<file path="src/rtl/lpcr_pkg.sv">
// Package for the length-prefixed chunk reassembler.
// Holds the transaction payload types, configuration types and status codes.
// No dependencies.
`default_nettype none

package lpcr_pkg;

	localparam int unsigned CFG_WIDTH = 16;
	localparam int unsigned HEADER_BYTES = 4;

	localparam logic [2:0] ST_STORED  = 3'd0;
	localparam logic [2:0] ST_HEADER  = 3'd1;
	localparam logic [2:0] ST_SHORT   = 3'd2;
	localparam logic [2:0] ST_REJECT  = 3'd3;
	localparam logic [2:0] ST_OVERRUN = 3'd4;
	localparam logic [2:0] ST_DONE    = 3'd5;
	localparam logic [2:0] ST_STARTED = 3'd6;

	localparam logic REQ_START = 1'b0;
	localparam logic REQ_BYTE  = 1'b1;

	localparam logic CFG_CAPACITY = 1'b0;
	localparam logic CFG_MIN_LEN  = 1'b1;

	typedef struct packed {
		logic       req_type;
		logic [7:0] data_byte;
		logic       chunk_start;
		logic [9:0] chunk_len;
	} item_t;

	typedef struct packed {
		logic        write_valid;
		logic [14:0] write_addr;
		logic [7:0]  write_data;
		logic        complete;
		logic [15:0] received_len;
		logic [2:0]  status;
	} result_t;

	typedef struct packed {
		logic [15:0] limit;
		logic [15:0] min_len;
	} cfg_t;

endpackage

`default_nettype wire

</file>
<file path="src/rtl/length_prefixed_chunk_reassembler.sv">
// Length-prefixed chunk reassembler, top level.
// Each transaction is held in item_s1 and its result registered in rsp_q on advance.
// Throughput: one transaction per cycle while the output is not stalled by rsp_stall.
// Reset clears the reception state and loads capacity 32768 and minimum length 60.
// Depends on lpcr_pkg, lpcr_cfg_regs and lpcr_step.
`default_nettype none

module length_prefixed_chunk_reassembler #(
	parameter int unsigned BUFFER_BYTES = 32768,
	parameter int unsigned CHUNK_MAX    = 512
) (
	input  wire logic                           clk,
	input  wire logic                           arst_n,
	input  wire logic                           req_valid,
	output logic                                req_stall,
	input  lpcr_pkg::item_t                     req,
	output logic                                rsp_valid,
	input  wire logic                           rsp_stall,
	output lpcr_pkg::result_t                   rsp,
	input  wire logic                           cfg_write,
	input  wire logic                           cfg_index,
	input  wire logic [lpcr_pkg::CFG_WIDTH-1:0] cfg_wdata
);

	lpcr_pkg::cfg_t    cfg;
	lpcr_pkg::item_t   item_s1;
	lpcr_pkg::result_t result;
	lpcr_pkg::result_t rsp_q;
	logic              valid_s1;
	logic              rsp_valid_q;
	logic              advance;

	assign advance   = valid_s1 && (!rsp_valid_q || !rsp_stall);
	assign req_stall = valid_s1 && !advance;

	lpcr_cfg_regs #(
		.BUFFER_BYTES(BUFFER_BYTES)
	) u_cfg (
		.clk(clk),
		.arst_n(arst_n),
		.cfg_write(cfg_write),
		.cfg_index(cfg_index),
		.cfg_wdata(cfg_wdata),
		.cfg(cfg)
	);

	lpcr_step #(
		.CHUNK_MAX(CHUNK_MAX)
	) u_step (
		.clk(clk),
		.arst_n(arst_n),
		.advance(advance),
		.item(item_s1),
		.cfg(cfg),
		.result(result)
	);

	always_ff @(posedge clk or negedge arst_n) begin
		if (!arst_n) begin
			valid_s1 <= 1'b0;
		end else if (!req_stall) begin
			valid_s1 <= req_valid;
		end
	end

	always_ff @(posedge clk) begin
		if (req_valid && !req_stall) begin
			item_s1 <= req;
		end
	end

	always_ff @(posedge clk or negedge arst_n) begin
		if (!arst_n) begin
			rsp_valid_q <= 1'b0;
		end else if (advance) begin
			rsp_valid_q <= 1'b1;
		end else if (!rsp_stall) begin
			rsp_valid_q <= 1'b0;
		end
	end

	always_ff @(posedge clk) begin
		if (advance) begin
			rsp_q <= result;
		end
	end

	assign rsp_valid = rsp_valid_q;
	assign rsp       = rsp_q;

endmodule

`default_nettype wire

</file>
<file path="src/rtl/lpcr_cfg_regs.sv">
// Configuration registers of the reassembler.
// Holds capacity and minimum length and derives the effective length limit.
// Depends on lpcr_pkg.
`default_nettype none

module lpcr_cfg_regs #(
	parameter int unsigned BUFFER_BYTES = 32768
) (
	input  wire logic                           clk,
	input  wire logic                           arst_n,
	input  wire logic                           cfg_write,
	input  wire logic                           cfg_index,
	input  wire logic [lpcr_pkg::CFG_WIDTH-1:0] cfg_wdata,
	output lpcr_pkg::cfg_t                      cfg
);

	logic [15:0] capacity_q;
	logic [15:0] min_len_q;
	logic [15:0] limit;

	always_ff @(posedge clk or negedge arst_n) begin
		if (!arst_n) begin
			capacity_q <= 16'd32768;
			min_len_q  <= 16'd60;
		end else if (cfg_write) begin
			case (cfg_index)
				lpcr_pkg::CFG_CAPACITY: capacity_q <= cfg_wdata;
				lpcr_pkg::CFG_MIN_LEN:  min_len_q <= cfg_wdata;
				default: ;
			endcase
		end
	end

	// The limit is the smaller of the capacity register and the buffer size.
	always_comb begin
		if (32'(capacity_q) < 32'(BUFFER_BYTES)) begin
			limit = capacity_q;
		end else begin
			limit = 16'(BUFFER_BYTES);
		end
	end

	assign cfg.limit   = limit;
	assign cfg.min_len = min_len_q;

endmodule

`default_nettype wire

</file>
<file path="src/rtl/lpcr_step.sv">
// Reception state and the per-byte update of the reassembler.
// Computes one result per transaction and updates the state when advanced.
// Depends on lpcr_pkg.
`default_nettype none

module lpcr_step #(
	parameter int unsigned CHUNK_MAX = 512
) (
	input  wire logic            clk,
	input  wire logic            arst_n,
	input  wire logic            advance,
	input  lpcr_pkg::item_t      item,
	input  lpcr_pkg::cfg_t       cfg,
	output lpcr_pkg::result_t    result
);

	logic [15:0] declared_q, declared_n;
	logic [23:0] header_q, header_n;
	logic [15:0] stored_q, stored_n;
	logic [9:0]  offset_q, offset_n;
	logic [9:0]  cbytes_q, cbytes_n;
	logic        drop_q, drop_n;
	logic        hdr_q, hdr_n;
	logic        done_q, done_n;
	logic        have_q, have_n;
	logic [2:0]  dcode_q, dcode_n;

	always_comb begin
		logic        stray;
		logic [9:0]  off;
		logic [9:0]  clen;
		logic [9:0]  rest;
		logic [31:0] full_len;

		declared_n = declared_q;
		header_n   = header_q;
		stored_n   = stored_q;
		offset_n   = offset_q;
		cbytes_n   = cbytes_q;
		drop_n     = drop_q;
		hdr_n      = hdr_q;
		done_n     = done_q;
		have_n     = have_q;
		dcode_n    = dcode_q;
		result     = '0;
		stray      = 1'b0;
		off        = offset_q;
		clen       = item.chunk_len;
		rest       = '0;
		full_len   = '0;

		if (item.req_type == lpcr_pkg::REQ_START) begin
			declared_n = '0;
			header_n   = '0;
			stored_n   = '0;
			offset_n   = '0;
			cbytes_n   = '0;
			drop_n     = 1'b0;
			hdr_n      = 1'b0;
			done_n     = 1'b0;
			have_n     = 1'b0;
			dcode_n    = '0;
			result.status = lpcr_pkg::ST_STARTED;
		end else if (done_q) begin
			result.status = lpcr_pkg::ST_DONE;
		end else begin
			if (item.chunk_start) begin
				if (item.chunk_len == '0) begin
					clen = 10'd1;
				end
				if (32'(clen) > 32'(CHUNK_MAX)) begin
					clen = 10'(CHUNK_MAX);
				end
				cbytes_n = clen;
				off      = '0;
				drop_n   = 1'b0;
				hdr_n    = 1'b0;
				header_n = '0;
				if (!have_q) begin
					if (32'(clen) < 32'(lpcr_pkg::HEADER_BYTES)) begin
						drop_n  = 1'b1;
						dcode_n = lpcr_pkg::ST_SHORT;
					end else begin
						hdr_n = 1'b1;
					end
				end else if ({1'b0, stored_q} + {7'b0, clen} > {1'b0, declared_q}) begin
					have_n     = 1'b0;
					declared_n = '0;
					stored_n   = '0;
					drop_n     = 1'b1;
					dcode_n    = lpcr_pkg::ST_OVERRUN;
				end
			end else if (offset_q >= cbytes_q) begin
				stray = 1'b1;
			end

			if (stray) begin
				result.status = lpcr_pkg::ST_SHORT;
			end else begin
				if (drop_n) begin
					result.status = dcode_n;
				end else if (hdr_n) begin
					result.status = lpcr_pkg::ST_HEADER;
					case (off)
						10'd0: header_n[7:0]   = item.data_byte;
						10'd1: header_n[15:8]  = item.data_byte;
						10'd2: header_n[23:16] = item.data_byte;
						default: begin
							full_len = {item.data_byte, header_n};
							rest     = cbytes_n - 10'(lpcr_pkg::HEADER_BYTES);
							hdr_n    = 1'b0;
							header_n = '0;
							if (full_len < {16'b0, cfg.min_len}
									|| full_len > {16'b0, cfg.limit}) begin
								declared_n    = '0;
								drop_n        = 1'b1;
								dcode_n       = lpcr_pkg::ST_REJECT;
								result.status = lpcr_pkg::ST_REJECT;
							end else begin
								have_n     = 1'b1;
								declared_n = full_len[15:0];
								if ({1'b0, stored_n} + {7'b0, rest}
										> {1'b0, full_len[15:0]}) begin
									have_n        = 1'b0;
									declared_n    = '0;
									stored_n      = '0;
									drop_n        = 1'b1;
									dcode_n       = lpcr_pkg::ST_OVERRUN;
									result.status = lpcr_pkg::ST_OVERRUN;
								end else if (rest == '0 && stored_n == full_len[15:0]) begin
									result.complete = 1'b1;
									done_n          = 1'b1;
								end
							end
						end
					endcase
				end else begin
					result.write_valid = 1'b1;
					result.write_addr  = stored_n[14:0];
					result.write_data  = item.data_byte;
					stored_n           = stored_n + 16'd1;
					result.status      = lpcr_pkg::ST_STORED;
					if (stored_n == declared_n) begin
						result.complete = 1'b1;
						done_n          = 1'b1;
					end
				end
				offset_n = off + 10'd1;
			end
		end
		result.received_len = stored_n;
	end

	always_ff @(posedge clk or negedge arst_n) begin
		if (!arst_n) begin
			declared_q <= '0;
			header_q   <= '0;
			stored_q   <= '0;
			offset_q   <= '0;
			cbytes_q   <= '0;
			drop_q     <= 1'b0;
			hdr_q      <= 1'b0;
			done_q     <= 1'b0;
			have_q     <= 1'b0;
			dcode_q    <= '0;
		end else if (advance) begin
			declared_q <= declared_n;
			header_q   <= header_n;
			stored_q   <= stored_n;
			offset_q   <= offset_n;
			cbytes_q   <= cbytes_n;
			drop_q     <= drop_n;
			hdr_q      <= hdr_n;
			done_q     <= done_n;
			have_q     <= have_n;
			dcode_q    <= dcode_n;
		end
	end

endmodule

`default_nettype wire

</file>
<file path="config.mk">
export PLATFORM = sky130hd
export DESIGN_NAME = length_prefixed_chunk_reassembler
export DESIGN_NICKNAME = d
export VERILOG_FILES = /design/src/rtl/lpcr_pkg.sv /design/src/rtl/length_prefixed_chunk_reassembler.sv /design/src/rtl/lpcr_cfg_regs.sv /design/src/rtl/lpcr_step.sv
export SDC_FILE = /design/constraint.sdc
export NUM_CORES = 1
export LEC_CHECK = 0
export ABC_CLOCK_PERIOD_IN_PS = 9900
export BUFFER_PORTS_ARGS = -buffer_cell sky130_fd_sc_hd__buf_2
export CAP_MARGIN = 15
export CORE_UTILIZATION = 62
export DETAILED_ROUTE_END_ITERATION = 8
export PLACE_DENSITY = 0.82
export SYNTH_ARGS = -nofsm -noshare
export SYNTH_HDL_FRONTEND = slang
export SYNTH_SLANG_ARGS = --single-unit
</file>
<file path="constraint.sdc">
create_clock -name clk -period 9.9 [get_ports clk]
set_input_delay 1.485 -clock clk [delete_from_list [all_inputs] [get_ports clk]]
set_output_delay 1.485 -clock clk [all_outputs]
set_load 0.01 [all_outputs]
</file>
==> qor.csv <==
metric,value,unit
Mapped Avg Cell Area,9.50,um2
Syn-to-layout area delta,10.8,%
IO Pins,88,
Final Slew Violations,0,
# diodes,0,
GRT Residual Overflow,0,
Clock Pin Slew Worst Setup and Hold Paths,80,ps
M3 GR Usage,6.73,%
largest net degree at the start of global routing,66,
Post-CTS Setup Bufs,0,
#FFs+latches synth,181,
reg2reg setup slack,720,ps
fin cells,1609,
Final Routed Wirelength,35300,um
worst-path maximum fanout,14,
period utilization,92.8,%
Setup CP Type,flip-flop to flip-flop,
Max Cap Viol,0,
Hold WC Path Type,flip-flop to flip-flop,
final setup fails,0,
met1 GRT Util,49.4,%
sequential area share after synthesis,40.5,%
Clock Path Buffers,2,
VDD IR max,0.000122,V
Final HPWL DP,26000,um
drt drc,0,
first-pass GRT wire length,55300,um
fmax,109,MHz
CTS Sinks,181,
CTS tree,yes,
"top cells by area, synth","dfrtp_1 (23%), edfxtp_1 (16%), ha_1 (11%)",
synthesized cell area,0.0120,mm2
TritonRoute pass-1 iters,7,
Total GRT Usage,36.8,%
wire per inst,21.9,um
TNS Setup,0,ps
Post-synth ARST share,64.6,%
core footprint,0.0188,mm2
H-tree depth,4,
Final Net Count,1482,
post-synth top area share,23.4,%
post-synthesis cell type count,71,
Final Skew,9.97,ps
slowest CP cell,edfxtp_1,
initial antenna violation count,0,
Root Buffer,clkbuf_16,
Final min period,9180,ps
Vias,10400,
clock latency on the worst-skew pair,440,ps
Crit path required time,10090,ps
vias in the first global route,9916,
Antenna Violating Nets Remaining,0,
Synthesis Warnings,0,
Slew headroom,28.9,%
IO buf count,87,
unrepaired setup endpoints after global routing,false,
WP data arrival,9370,ps
GRT busiest layer,met2,
Crit path top cell by count,a21oi_1,
Die Ht,141,um
Post-Syn Instances,1262,
placer congestion estimate,1.01,
drt initial violations,1133,
critical path capture point type,flip-flop,
cts bufs inserted,17,
Leak Pwr,6.16,nW
worst stage delay on the critical path,600,ps
Placed Cells,1576,
final hold vios,0,
status,"finished, final reports clean",
startpoint types,flip-flop,
Post-synth EDFFs,64,
post-synth top area cell,dfrtp_1,
row count,50,
most used flip-flop cell after synthesis,dfrtp_1,
die area,0.0199,mm2
worst slew pin tran,1070,ps
horizontal die dimension,141,um
layout cells sized above 1,14.5,%
pwr dens,167,mW/mm2
vias per inst,6.45,
Initial Util,63.6,%
Syn Nets,1408,
met2 usage in global routing,57.7,%
## registers in the layout, indices dropped and copies added (netlist names)
name,count
rsp,44
u_step.header_q,24
item_s1,20
u_cfg.capacity_q,16
u_cfg.min_len_q,16
u_step.declared_q,16
u_step.stored_q,16
u_step.cbytes_q,10
u_step.offset_q,10
u_step.dcode_q,3
rsp_valid,1
u_step.done_q,1
u_step.drop_q,1
u_step.have_q,1
u_step.hdr_q,1
valid_s1,1
## report_power, final
| part | switching, mW | internal (mW) | total (mW) |
|---|---|---|---|
| Clock | 0.340 | 0.339 | 0.680 |
| Sequential | 0.0585 | 0.847 | 0.906 |
| Combinational | 0.394 | 0.235 | 0.629 |
| Total | 0.793 | 1.42 | 2.21 |
## synthesized netlist by cell type, types with 4 or more instances
cell type	count
a211oi_1	9
o2111ai_1	6
o21ai_1	7
a211o_1	4
mux2_2	37
o21a_1	8
nand2_1	122
nand3_1	33
nor4_1	15
nor3_1	22
nand2b_1	11
o22ai_1	5
or3_1	10
nand4_1	15
edfxtp_1	64
clkbuf_1	47
xnor2_1	44
o21ai_0	68
a22o_1	32
nor2_1	87
and2_1	12
a32o_1	10
a21oi_1	47
and3_1	23
o211ai_1	7
o2bb2ai_1	11
o31ai_1	7
a21o_1	30
a31oi_1	22
a31o_2	5
ha_1	102
dfrtp_1	112
dfstp_2	5
o21bai_1	9
o31a_1	4
nor2b_1	25
or4_1	5
inv_1	94
a22oi_1	5
xor2_1	23
mux2i_1	10
## cell type report
type / count / area (um2)
inverters: 94 / 353
repair buffers: 108 / 593
clock buffers: 17 / 425
clock inverters: 15 / 160
multi-input cells: 934 / 6570
well taps: 260 / 325
flip-flops and latches: 181 / 4860
fillers: 1473 / 5550
## metrics by stage
| stage | util, % | total power, mW | cell area [um2] | hold slack [ps] | setup WS (ps) |
|---|---|---|---|---|---|
| after floorplan | - | 1.32 | 12000 | 450 | 1740 |
| after global placement | 67.4 | 1.52 | 12700 | 466 | 999 |
| after detailed placement | 67.4 | 1.53 | 12700 | 478 | 904 |
| after CTS | 70.5 | 2.20 | 13300 | 499 | 834 |
| after global routing | 70.5 | 2.30 | 13300 | 519 | 13.9 |
| final | 70.5 | 2.21 | 13300 | 499 | 716 |
## what timing repair did
action | 4_1_cts | 5_1_grt
endpoints found under the setup margin | 0 | 1
hold buffers | 0 | 0
gates resized for setup | 0 | 1
## cell usage in the layout (no fill, tap or decap), types with 11 or more instances in the layout
master	synthesis	routed
xor2_1	23	23
dfrtp_1	112	112
a22o_1	32	32
inv_1	94	93
nor3_1	22	22
a21o_1	30	30
and2_1	12	12
nand2_1	122	122
ha_1	102	102
mux2_2	37	37
nand2b_1	11	11
o21ai_0	68	68
xnor2_1	44	44
nor4_1	15	15
nor2b_1	25	25
clkbuf_16	0	17
a21oi_1	47	47
nand4_1	15	15
and3_1	23	23
buf_2	2	86
buf_4	0	21
nand3_1	33	33
a31oi_1	22	22
edfxtp_1	64	64
nor2_1	87	87
o2bb2ai_1	11	11
## worst max-delay path: cells and delay by family, from the launching register on
| family | cells | cell delay, ps |
|---|---|---|
| adders and majority gates | 5 | 1580 |
| xor gates and xnor gates | 2 | 270 |
| DFF | 1 | 600 |
| AOI/OAI and AO/OA | 19 | 4280 |
| buffers and inverters | 1 | 100 |
| and+or+nand+nor | 10 | 2080 |
## path summary, 6_finish.rpt
path,cells after the start,startpoint,end
worst max-delay path,37,item_s1[9]$_DFFE_PP_,rsp[18]$_DFFE_PP_
worst min-delay path,1,valid_s1$_DFFE_PN0N_,rsp_valid$_DFFE_PN0P_
worst max register to register,37,item_s1[9]$_DFFE_PP_,rsp[18]$_DFFE_PP_
worst min register to register,1,valid_s1$_DFFE_PN0N_,rsp_valid$_DFFE_PN0P_
max in group asynchronous,2,arst_n,u_step.stored_q[10]$_DFFE_PN0P_
min in group asynchronous,1,arst_n,u_cfg.capacity_q[11]$_DFFE_PN0P_
## metal layers
metal | up-vias | routed length, um | part of all wire [%]
met2 | 585 | 15900 | 45
li1 | 4735 | - | -
met4 | 0 | 1700 | 4.8
met5 | - | 0 | 0
met1 | 4938 | 14500 | 41
met3 | 121 | 3210 | 9.1
## cells by family after synthesis
logic type	share of synthesized area, %
AND/OR/NAND/NOR	15.9
XOR/XNOR	4.90
buffers and inverters	4.69
adder cells (fa/ha/maj)	11.0
flip-flops	40.5
AO/OA/AOI/OAI	18.5
multiplexers	4.50
Power figures use the tool's default switching activity.
